File: config.mk
export PLATFORM = sky130hd
export DESIGN_NAME = script_line_assembler
export DESIGN_NICKNAME = d
export VERILOG_FILES = /design/src/rtl/sla_pkg.sv /design/src/rtl/script_line_assembler.sv
export SDC_FILE = /design/constraint.sdc
export NUM_CORES = 1
export LEC_CHECK = 0
export BUFFER_PORTS_ARGS = -buffer_cell sky130_fd_sc_hd__buf_4
export CAP_MARGIN = 0
export CORE_ASPECT_RATIO = 1.75
export CORE_MARGIN = 5
export CORE_UTILIZATION = 55
export CTS_BUF_LIST = sky130_fd_sc_hd__clkbuf_8
export CTS_CLUSTER_SIZE = 25
export DETAILED_ROUTE_END_ITERATION = 10
export HOLD_SLACK_MARGIN = 0.12
export PLACE_DENSITY = 0.88
export SLEW_MARGIN = 0
export SYNTH_ARGS = -nofsm -noshare
export SYNTH_HDL_FRONTEND = slang
export SYNTH_SLANG_ARGS = --single-unit
File: constraint.sdc
create_clock -name clk -period 7.2 [get_ports clk]
set_input_delay 1.44 -clock clk [delete_from_list [all_inputs] [get_ports clk]]
set_output_delay 1.44 -clock clk [all_outputs]
set_load 0.1 [all_outputs]
File: src/rtl/sla_pkg.sv
// Shared constants and types for the script line assembler.
package sla_pkg;

	localparam int LINE_CAPACITY = 512;
	localparam int LENGTH_BITS   = 16;

	localparam int CAP_NARROW = LINE_CAPACITY;
	localparam int CAP_WIDE   = (LINE_CAPACITY / 2 > 0) ? LINE_CAPACITY / 2 : 1;
	localparam int SLOT_W     = $clog2(LINE_CAPACITY);
	localparam int CMP_W      = (LENGTH_BITS > 14) ? LENGTH_BITS : 14;

	localparam int UNIT_W   = 16;
	localparam int SLOT_OUT = 9;
	localparam int LINE_W   = 16;

	// character codes
	localparam logic [UNIT_W-1:0] CH_SEMI  = 16'h003B;
	localparam logic [UNIT_W-1:0] CH_QUOTE = 16'h0022;
	localparam logic [UNIT_W-1:0] CH_CR    = 16'h000D;
	localparam logic [UNIT_W-1:0] CH_LF    = 16'h000A;
	localparam logic [UNIT_W-1:0] CH_TAB   = 16'h0009;
	localparam logic [UNIT_W-1:0] CH_SPACE = 16'h0020;

	// result kinds
	localparam logic KIND_CHAR = 1'b0;
	localparam logic KIND_EOL  = 1'b1;

	// comment mode codes
	localparam logic [1:0] CM_SCAN    = 2'd0;
	localparam logic [1:0] CM_BLANK   = 2'd1;
	localparam logic [1:0] CM_CONTENT = 2'd2;

	typedef struct packed {
		logic                kind;
		logic [UNIT_W-1:0]   unit_out;
		logic [SLOT_OUT-1:0] slot;
		logic [15:0]         line_length;
		logic [LINE_W-1:0]   line_number;
		logic                length_overflow;
	} result_t;

endpackage

File: src/rtl/script_line_assembler.sv
// Script line assembler: one code unit in, at most one kept unit or line end out.
//
// Takes one code unit per cycle while in_stall is low: each unit is decoded
// combinationally against a few flags and the line counters, and the result
// lands in an output register. A one-entry skid register behind it
// lets the block keep accepting while a result waits; in_stall rises only when
// both the output register and the skid entry are occupied. The wide_mode
// register is written through cfg_valid/cfg_ready, which always accepts, and
// should only be written while no request is in flight.
module script_line_assembler (
	input  logic                          clk,
	input  logic                          arst_n,
	input  logic                          cfg_valid,
	output logic                          cfg_ready,
	input  logic                          wide_mode,
	input  logic                          in_valid,
	output logic                          in_stall,
	input  logic [sla_pkg::UNIT_W-1:0]    code_unit,
	input  logic                          end_of_input,
	output logic                          out_valid,
	input  logic                          out_stall,
	output logic                          kind,
	output logic [sla_pkg::UNIT_W-1:0]    unit_out,
	output logic [sla_pkg::SLOT_OUT-1:0]  slot,
	output logic [15:0]                   line_length,
	output logic [sla_pkg::LINE_W-1:0]    line_number,
	output logic                          length_overflow
);
	import sla_pkg::*;

	localparam logic [LENGTH_BITS-1:0] LEN_MAX = '1;

	logic                   wide_q;
	logic                   quoted_q, has_content_q, swallow_q;
	logic [LENGTH_BITS-1:0] length_q;
	logic [SLOT_W-1:0]      slot_n_q, slot_w_q;
	logic [LINE_W-1:0]      line_q;
	logic [1:0]             comment_mode_q;

	logic    out_valid_q, skid_valid_q;
	result_t out_q, skid_q;

	logic              in_acc, out_take;
	logic              eoi, skip;
	logic [UNIT_W-1:0] c;
	logic              is_cr, is_lf, is_zero, is_term;

	logic       do_keep, do_end, do_restart, restart_pre, bump_line;
	logic       toggle_quote, set_content;
	logic [1:0] cm_next;

	logic [SLOT_W-1:0]      slot_cur, slot_n_inc, slot_w_inc;
	logic [CMP_W-1:0]       cap_cmp, len_cmp;
	logic                   len_at_max, len_ovf;
	logic [LENGTH_BITS-1:0] len_inc;
	logic [LINE_W-1:0]      line_base;
	logic                   r_valid;
	result_t                r;

	assign cfg_ready = 1'b1;
	assign in_stall  = skid_valid_q;
	assign in_acc    = in_valid && !skid_valid_q;
	assign out_take  = out_valid_q && !out_stall;

	always_comb begin
		eoi     = end_of_input;
		c       = wide_q ? code_unit : {8'h00, code_unit[7:0]};
		if (eoi) begin
			c = '0;
		end
		skip    = swallow_q && !eoi;
		is_cr   = (c == CH_CR);
		is_lf   = (c == CH_LF);
		is_zero = (c == '0);
		is_term = is_cr || is_lf || is_zero;
	end

	// per-unit decision
	always_comb begin
		do_keep      = 1'b0;
		do_end       = 1'b0;
		do_restart   = 1'b0;
		restart_pre  = 1'b0;
		bump_line    = 1'b0;
		toggle_quote = 1'b0;
		set_content  = 1'b0;
		cm_next      = comment_mode_q;
		if (!skip) begin
			unique case (comment_mode_q)
				CM_BLANK: begin
					if (is_term) begin
						// end of text restarts the line, then closes an empty one
						if (eoi) begin
							restart_pre = 1'b1;
							do_end      = 1'b1;
						end else begin
							do_restart = 1'b1;
						end
					end
				end
				CM_CONTENT: begin
					if (is_term) begin
						do_end = 1'b1;
					end
				end
				default: begin
					priority if (is_cr || is_lf) begin
						if (has_content_q) begin
							do_end = 1'b1;
						end else begin
							bump_line = 1'b1;
						end
					end else if (is_zero) begin
						do_end = 1'b1;
					end else if (c == CH_QUOTE) begin
						toggle_quote = 1'b1;
						set_content  = 1'b1;
						do_keep      = 1'b1;
					end else if (c == CH_SEMI && !quoted_q) begin
						cm_next = has_content_q ? CM_CONTENT : CM_BLANK;
					end else begin
						set_content = (c != CH_TAB) && (c != CH_SPACE);
						do_keep     = 1'b1;
					end
				end
			endcase
		end
	end

	// result fields
	always_comb begin
		slot_cur   = wide_q ? slot_w_q : slot_n_q;
		slot_n_inc = (slot_n_q == SLOT_W'(CAP_NARROW - 1)) ? '0 : slot_n_q + 1'b1;
		slot_w_inc = (slot_w_q == SLOT_W'(CAP_WIDE - 1)) ? '0 : slot_w_q + 1'b1;
		cap_cmp    = wide_q ? CMP_W'(CAP_WIDE) : CMP_W'(CAP_NARROW);
		len_cmp    = CMP_W'(length_q);
		len_at_max = (length_q == LEN_MAX);
		len_ovf    = (len_cmp >= cap_cmp) || len_at_max;
		len_inc    = len_at_max ? length_q : length_q + 1'b1;
		line_base  = restart_pre ? line_q + 1'b1 : line_q;

		r_valid           = in_acc && (do_keep || do_end);
		r.line_number     = line_base;
		r.slot            = restart_pre ? '0 : SLOT_OUT'(slot_cur);
		r.length_overflow = restart_pre ? 1'b0 : len_ovf;
		if (do_end) begin
			r.kind        = KIND_EOL;
			r.unit_out    = '0;
			r.line_length = restart_pre ? '0 : 16'(length_q);
		end else begin
			r.kind        = KIND_CHAR;
			r.unit_out    = c;
			r.line_length = 16'(len_inc);
		end
	end

	// line state
	always_ff @(posedge clk or negedge arst_n) begin
		if (!arst_n) begin
			wide_q         <= 1'b0;
			quoted_q       <= 1'b0;
			has_content_q  <= 1'b0;
			swallow_q      <= 1'b0;
			length_q       <= '0;
			slot_n_q       <= '0;
			slot_w_q       <= '0;
			line_q         <= '0;
			comment_mode_q <= CM_SCAN;
		end else begin
			if (cfg_valid && cfg_ready) begin
				wide_q <= wide_mode;
			end
			if (in_acc) begin
				swallow_q <= !skip && is_cr;
				if (do_end || do_restart) begin
					quoted_q       <= 1'b0;
					has_content_q  <= 1'b0;
					length_q       <= '0;
					slot_n_q       <= '0;
					slot_w_q       <= '0;
					comment_mode_q <= CM_SCAN;
					line_q         <= line_base + 1'b1;
				end else if (bump_line) begin
					line_q <= line_q + 1'b1;
				end else begin
					comment_mode_q <= cm_next;
					quoted_q       <= quoted_q ^ toggle_quote;
					has_content_q  <= has_content_q || set_content;
					if (do_keep && !len_at_max) begin
						length_q <= len_inc;
						slot_n_q <= slot_n_inc;
						slot_w_q <= slot_w_inc;
					end
				end
			end
		end
	end

	// output register with one skid entry
	always_ff @(posedge clk or negedge arst_n) begin
		if (!arst_n) begin
			out_valid_q  <= 1'b0;
			skid_valid_q <= 1'b0;
		end else begin
			if (!out_valid_q || out_take) begin
				out_valid_q  <= skid_valid_q || r_valid;
				skid_valid_q <= 1'b0;
			end else if (r_valid) begin
				skid_valid_q <= 1'b1;
			end
		end
	end

	always_ff @(posedge clk) begin
		if (!out_valid_q || out_take) begin
			out_q <= skid_valid_q ? skid_q : r;
		end
		if (r_valid && out_valid_q && !out_take) begin
			skid_q <= r;
		end
	end

	assign out_valid       = out_valid_q;
	assign kind            = out_q.kind;
	assign unit_out        = out_q.unit_out;
	assign slot            = out_q.slot;
	assign line_length     = out_q.line_length;
	assign line_number     = out_q.line_number;
	assign length_overflow = out_q.length_overflow;

	a_skid_behind_out: assert property (@(posedge clk) disable iff (!arst_n)
		skid_valid_q |-> out_valid_q)
		else $error("skid entry held while output register empty");

	a_swallow_scan: assert property (@(posedge clk) disable iff (!arst_n)
		swallow_q |-> (comment_mode_q == CM_SCAN))
		else $error("swallow pending inside a comment");

	a_quote_content: assert property (@(posedge clk) disable iff (!arst_n)
		quoted_q |-> has_content_q)
		else $error("quoted line without content");

	a_slot_track: assert property (@(posedge clk) disable iff (!arst_n)
		(length_q == '0) |-> (slot_n_q == '0 && slot_w_q == '0))
		else $error("slot counters out of step with length");

	a_restart_clears: assert property (@(posedge clk) disable iff (!arst_n)
		(in_acc && (do_end || do_restart)) |=> (length_q == '0 && !quoted_q))
		else $error("line state not cleared at line end");

endmodule

[After elaboration in Yosys (flattened, before gate mapping)]
Cells that the tools add are included.
Cells by class
  add/subtract/negate cells: 5
  multiply operators: 0
  divide/modulo/power cells: 0
  order comparisons: 1
  equal/unequal tests: 17
  shift-type cells: 0
  multiplexer cells: 75
  bitwise operators: 1
  reductions and logical operators: 36
Operator list (count)
  16-bit two-way mux: 11
  9-bit two-way mux: 10
  59-bit two-way mux: 1
  16-bit by 1-bit adder with 16-bit output, second input constant: 3
  1-bit two-way mux: 41
  16-bit by 4-bit == test with 1-bit output, second input constant: 2
  16-bit by 6-bit == test with 1-bit output, second input constant: 2
  9-bit by 1-bit adder with 9-bit output, second input constant: 2
  2-bit two-way mux: 9
  17-bit two-way mux: 1
  16-bit == test, second input constant: 1
  16-bit by 10-bit greater-or-equal comparator with 1-bit output: 1
  16-bit logical NOT: 1
  16-bit by 4-bit inequality test with 1-bit output, second input constant: 1
  16-bit by 6-bit inequality test with 1-bit output, second input constant: 1
  2-bit by 1-bit inequality test with 1-bit output, second input constant: 6
  1-bit logical AND: 10
  10-bit two-way mux: 1
  9-bit by 8-bit == test with 1-bit output, second input constant: 1
  9-bit == test, second input constant: 1
  1-bit logical NOT: 8
  1-bit logical OR: 8
  8-bit AND reduction: 1
  2-bit nonzero test: 4
  7 further kinds: 8
Storage, ports and cells
  register bits: 176
  latch bits: 0
  memory bits (writable): 0
  memory bits (read-only): 0
  output and inout bits: 62
  logic and storage cells: 158
  memories kept: 0

[Depth between registers and ports, before layout]
  depth in word-level cells: 14
  mapped depth: 13
  depth with buffers taken out: 11

[Least setup slack after synthesis]
OpenSTA, ideal clock, no wires.
  path kind: input-to-reg
  start: in out_stall
  end: reg skid_q[0] (netlist name) (enable)
  arrival: 7.256 ns
  required time: 6.636 ns
  setup slack: -0.620 ns
  stages on the path: 2
  path through: nand2_1 a211oi_1
Between the ends
  cells in the longest elaborated chain, start to end: 4
Ends and longest elaborated chain
  start, declared: line script_line_assembler.sv:21  | input logic out_stall,
  1-bit logical NOT: line script_line_assembler.sv:63  | assign out_take = out_valid_q && !out_stall;
  1-bit logical AND: line script_line_assembler.sv:63
  1-bit logical NOT: line script_line_assembler.sv:218  | if (r_valid && out_valid_q && !out_take) begin
  1-bit logical AND: line script_line_assembler.sv:218
  end signal, assigned: line script_line_assembler.sv:219  | skid_q <= r;
  end, declared: line script_line_assembler.sv:41  | result_t out_q, skid_q;
Every way passes these cells.
A chain may end at the register's enable or synchronous reset.

==> run_results.csv <==
group,metric,value,unit
run_status,status,"complete, no violations",
worst_hold_path,hold_start,"skid_q[38]$_DFFE_PP_",
die,fp.dieArea,19300,sq um
drt,totalWireLength,21.8,mm
die,die-height,180,um
layout,multi_input_area,3810,sq um
setup_path,slowest_stage,"inv_1",
setup_path,crit_fanout,19,
placement,hpwlAfterDp,15.1,mm
die,num_io_pins,85,
pwr,p_leak,4.00,nW
sta,min_period,4.40,ns
setup_path,crit_family,"simple AND/OR/NAND/NOR gates",
drt,ant_nets,0,
worst_hold_path,min_to,"slot[5]$_DFFE_PN_",
grt,grt_start_max_net_pins,77,
clocking,cts_hold_buf,0,
die,fp.dieW,107,um
clocking,clk_pin_slew,0.09,ns
setup_path,worstReg2RegEnd,"line_length[8]$_DFFE_PN_",
grt,grt_pass1_vias,6896,
clocking,cts_tree,"done",
synth,synth-seq-area-share,0.548,
synth,synth-edff-count,118,
sta,fin_skew,0.0166,ns
sta,period_share,0.611,
layout,final_layout_size_suffix_gt1_frac,0.217,
setup_path,reg2reg_depth,8,
synth,synth_nets,859,
setup_path,critPathMostFrequentCell,"mux2_2",
placement,place_area,9840,sq um
synth,ys_ff_latch,176,
layout,synthToLayoutAreaGrowth,12.7,%
clocking,cts_num_sinks,176,
sta,clock.fmax,227,MHz
drt,drtPass1Iterations,5,
worst_hold_path,hold_path_depth,2,
drt,initialDrtViolationCount,572,
placement,routabilityCongestion,0.915,
worst_hold_path,min_path_type,"reg2reg",
layout,regArea,5000,sq um
synth,yosysWarningCount,0,
setup_path,r2r_start,"wide_q$_DFFE_PN0P_",
grt,track_usage,0.231,
drt,vias_per_cell,6.31,
setup_path,cp_num_buf_inv,2,
synth,synth.cell_area,9110,sq um
setup_path,crit_path_end_kind,"flip-flop",
layout,num-fill-cells,1246,
pwr,vdd_ir_drop_max,0.152,mV
die,start_util,0.557,
drt,vias,7071,
clocking,post_cts_resized,0,
setup_path,cp.required,7.43,ns
setup_path,reg2reg_slack,3.24,ns
sta,tightest_slew,0.978,ns
sta,rsz0062_at_grt,"no",
drt,wl_per_cell,19.5,um
setup_path,max_stage_delay,0.59,ns
grt,grt_pass1_wl,35.1,mm
grt,grt.overflow.total,0,
sta,final-max-slew-violation-count,0,
synth,ys.flop_type,"edfxtp_1",
clocking,postCtsSetupRepairBufs,0,
die,num_rows,62,
flow_run,maxCapViolCount,0,
setup_path,cp_data_arrival_time,4.63,ns
sta,hold_viol,0,
clocking,insertion_delay,0.48,ns
synth,yosys.cell_types.count,80,
clocking,clockRootBuffer,"clkbuf_8",
layout,diodes,0,
sta,setup_viol,0,
setup_path,path_class,"in2reg",
clocking,cts_buffers,17,
setup_path,worst_setup_path_start_kind,"input port",
drt,drcViolationCount,0,
synth,synthCells,825,
pwr,p_per_area,293,nW/um^2
synth,syn_area_per_cell,11.0,sq um
die,coreArea,16400,sq um
clocking,cts_htree_levels,4,
setup_path,crit_chain,"buf_4 -> or4_1 -> o21ai_1 -> o221a_2 -> nand2_1 -> inv_1 -> o21ai_0 -> mux2_2 -> mux2_2",
sta,fin_tns_setup,0,ns
clocking,clockBufferDepth,2,
synth,synthArstFlopShare,0.330,
grt,antenna_found_initial,0,
sta,slew_headroom,0.348,
layout,post-route-cell-area,10300,sq um
placement,io_buffers,83,
layout,fin_nets,917,
## worst register-to-register path: stages, from the launching register on
cell and delay (ns):
dfrtp_1 0.82, nor2b_1 0.57, o21ai_1 0.29, o221a_2 0.24, nand2_1 0.55, inv_1 0.46
nor2_1 0.35, a311oi_1 0.16, mux2_2 0.28
## layer usage
metal / vias to the layer above / GRT usage / wire length (um)
met1: 3464 / 0.244 / 7550
li1: 3230 / - / -
met5: - / 0 / 0
met4: 0 / 0.127 / 1010
met2: 305 / 0.421 / 12100
met3: 72 / 0.0430 / 1160
## per-stage QoR
step	hold slack (ns)	utilization	setup WS (ns)	total power [mW]	cells
after floorplan	0.471	-	1.41	2.07	825
after global placement	0.486	0.601	2.47	2.26	1088
after detailed placement	0.512	0.601	2.36	2.28	1088
after global routing	0.551	0.628	2.58	3.13	1120
final	0.529	0.628	2.80	3.01	1120
after CTS	0.535	0.628	2.88	3.02	1120
## cells in the mapped netlist (3+ instances only)
| cell type | n | share of area |
|---|---|---|
| and2_1 | 16 | 0.011 |
| dfrtp_1 | 58 | 0.16 |
| clkbuf_1 | 33 | 0.014 |
| nand3b_1 | 3 | 0.0025 |
| and4_1 | 3 | 0.0029 |
| a211oi_1 | 4 | 0.0033 |
| o32ai_1 | 4 | 0.0038 |
| or4_1 | 8 | 0.0066 |
| nor2_1 | 47 | 0.019 |
| nor2b_1 | 6 | 0.0041 |
| o31ai_1 | 22 | 0.018 |
| buf_2 | 8 | 0.0044 |
| xnor2_1 | 13 | 0.012 |
| buf_4 | 4 | 0.0033 |
| or3_1 | 10 | 0.0069 |
| o22ai_1 | 6 | 0.0041 |
| mux2i_1 | 19 | 0.021 |
| xor2_1 | 12 | 0.012 |
| mux2_2 | 48 | 0.059 |
| a31oi_1 | 13 | 0.0089 |
| ha_1 | 11 | 0.015 |
| nor4_1 | 9 | 0.0062 |
| inv_1 | 19 | 0.0078 |
| or2_2 | 4 | 0.0027 |
| nand2_1 | 86 | 0.035 |
| nor3_1 | 21 | 0.012 |
| nand4_1 | 20 | 0.014 |
| edfxtp_1 | 118 | 0.39 |
| a21oi_1 | 30 | 0.016 |
| o21a_1 | 4 | 0.0033 |
| o21ai_0 | 39 | 0.021 |
| and3_1 | 13 | 0.0089 |
| nand2b_1 | 7 | 0.0048 |
| nand3_1 | 41 | 0.023 |
| a311oi_1 | 6 | 0.0058 |
| a21o_1 | 5 | 0.0041 |
## registers in the layout, summed over array words and instances (netlist names)
name             cells
len_cmp             16
line_q              16
kind                 1
unit_out            16
line_length         16
has_content_q        1
comment_mode_q       2
quoted_q             1
slot_w_q             9
length_overflow      1
wide_q               1
swallow_q            1
in_stall             1
slot                 9
skid_q              59
out_valid            1
line_number         16
slot_n_q             9
## where the power goes
group          internal, mW  switching (mW)
registers              1.23           0.103
logic                 0.232           0.697
clock network         0.370           0.379
total                  1.83            1.18
## logic make-up after synthesis
family / count (synthesis) / synth area share
buffers and inverters: 70 / 0.0350
XOR/XNOR: 25 / 0.0240
adder cells (fa/ha/maj): 11 / 0.0151
AO/OA/AOI/OAI: 164 / 0.120
flip-flops: 176 / 0.548
multiplexers: 67 / 0.0802
AND/OR/NAND/NOR: 311 / 0.177
other: 1 / 0.000412
## final cells by class
cell class	count	share of cell area
multi-input combinational	579	0.371
inverter	19	0.00694
clock buffer	19	0.0255
tap	224	0.0273
sequential	176	0.486
timing repair buffer	90	0.0658
clock inverter	13	0.0167
## worst max path at each step
stage                     cells after the start          start                       end
after floorplan                               6  code_unit[12]       skid_q[0]$_DFFE_PP_
after global placement                        9   code_unit[8]  line_length[0]$_DFFE_PN_
after detailed placement                      9  code_unit[12]  line_length[0]$_DFFE_PN_
after CTS                                     9  code_unit[12]  line_length[0]$_DFFE_PN_
after global routing                          9   code_unit[8]  line_length[0]$_DFFE_PN_
final                                         9  code_unit[12]  line_length[0]$_DFFE_PN_
## cell usage in the layout, fill, tap and decap left out, types with 7 or more instances in the layout
cell type	n
inv_1	19
xor2_1	12
a21oi_1	29
nor3_1	21
nand2b_1	7
nand2_1	85
buf_4	90
xnor2_1	13
and3_1	13
nor2_1	47
or4_1	8
a31oi_1	13
ha_1	11
nand3_1	41
dfrtp_1	57
and2_1	16
nor4_1	9
or3_1	10
edfxtp_1	118
clkbuf_8	19
mux2_2	48
nand4_1	20
mux2i_1	19
o21ai_0	39
o31ai_1	22
Power figures use the tool's default switching activity.
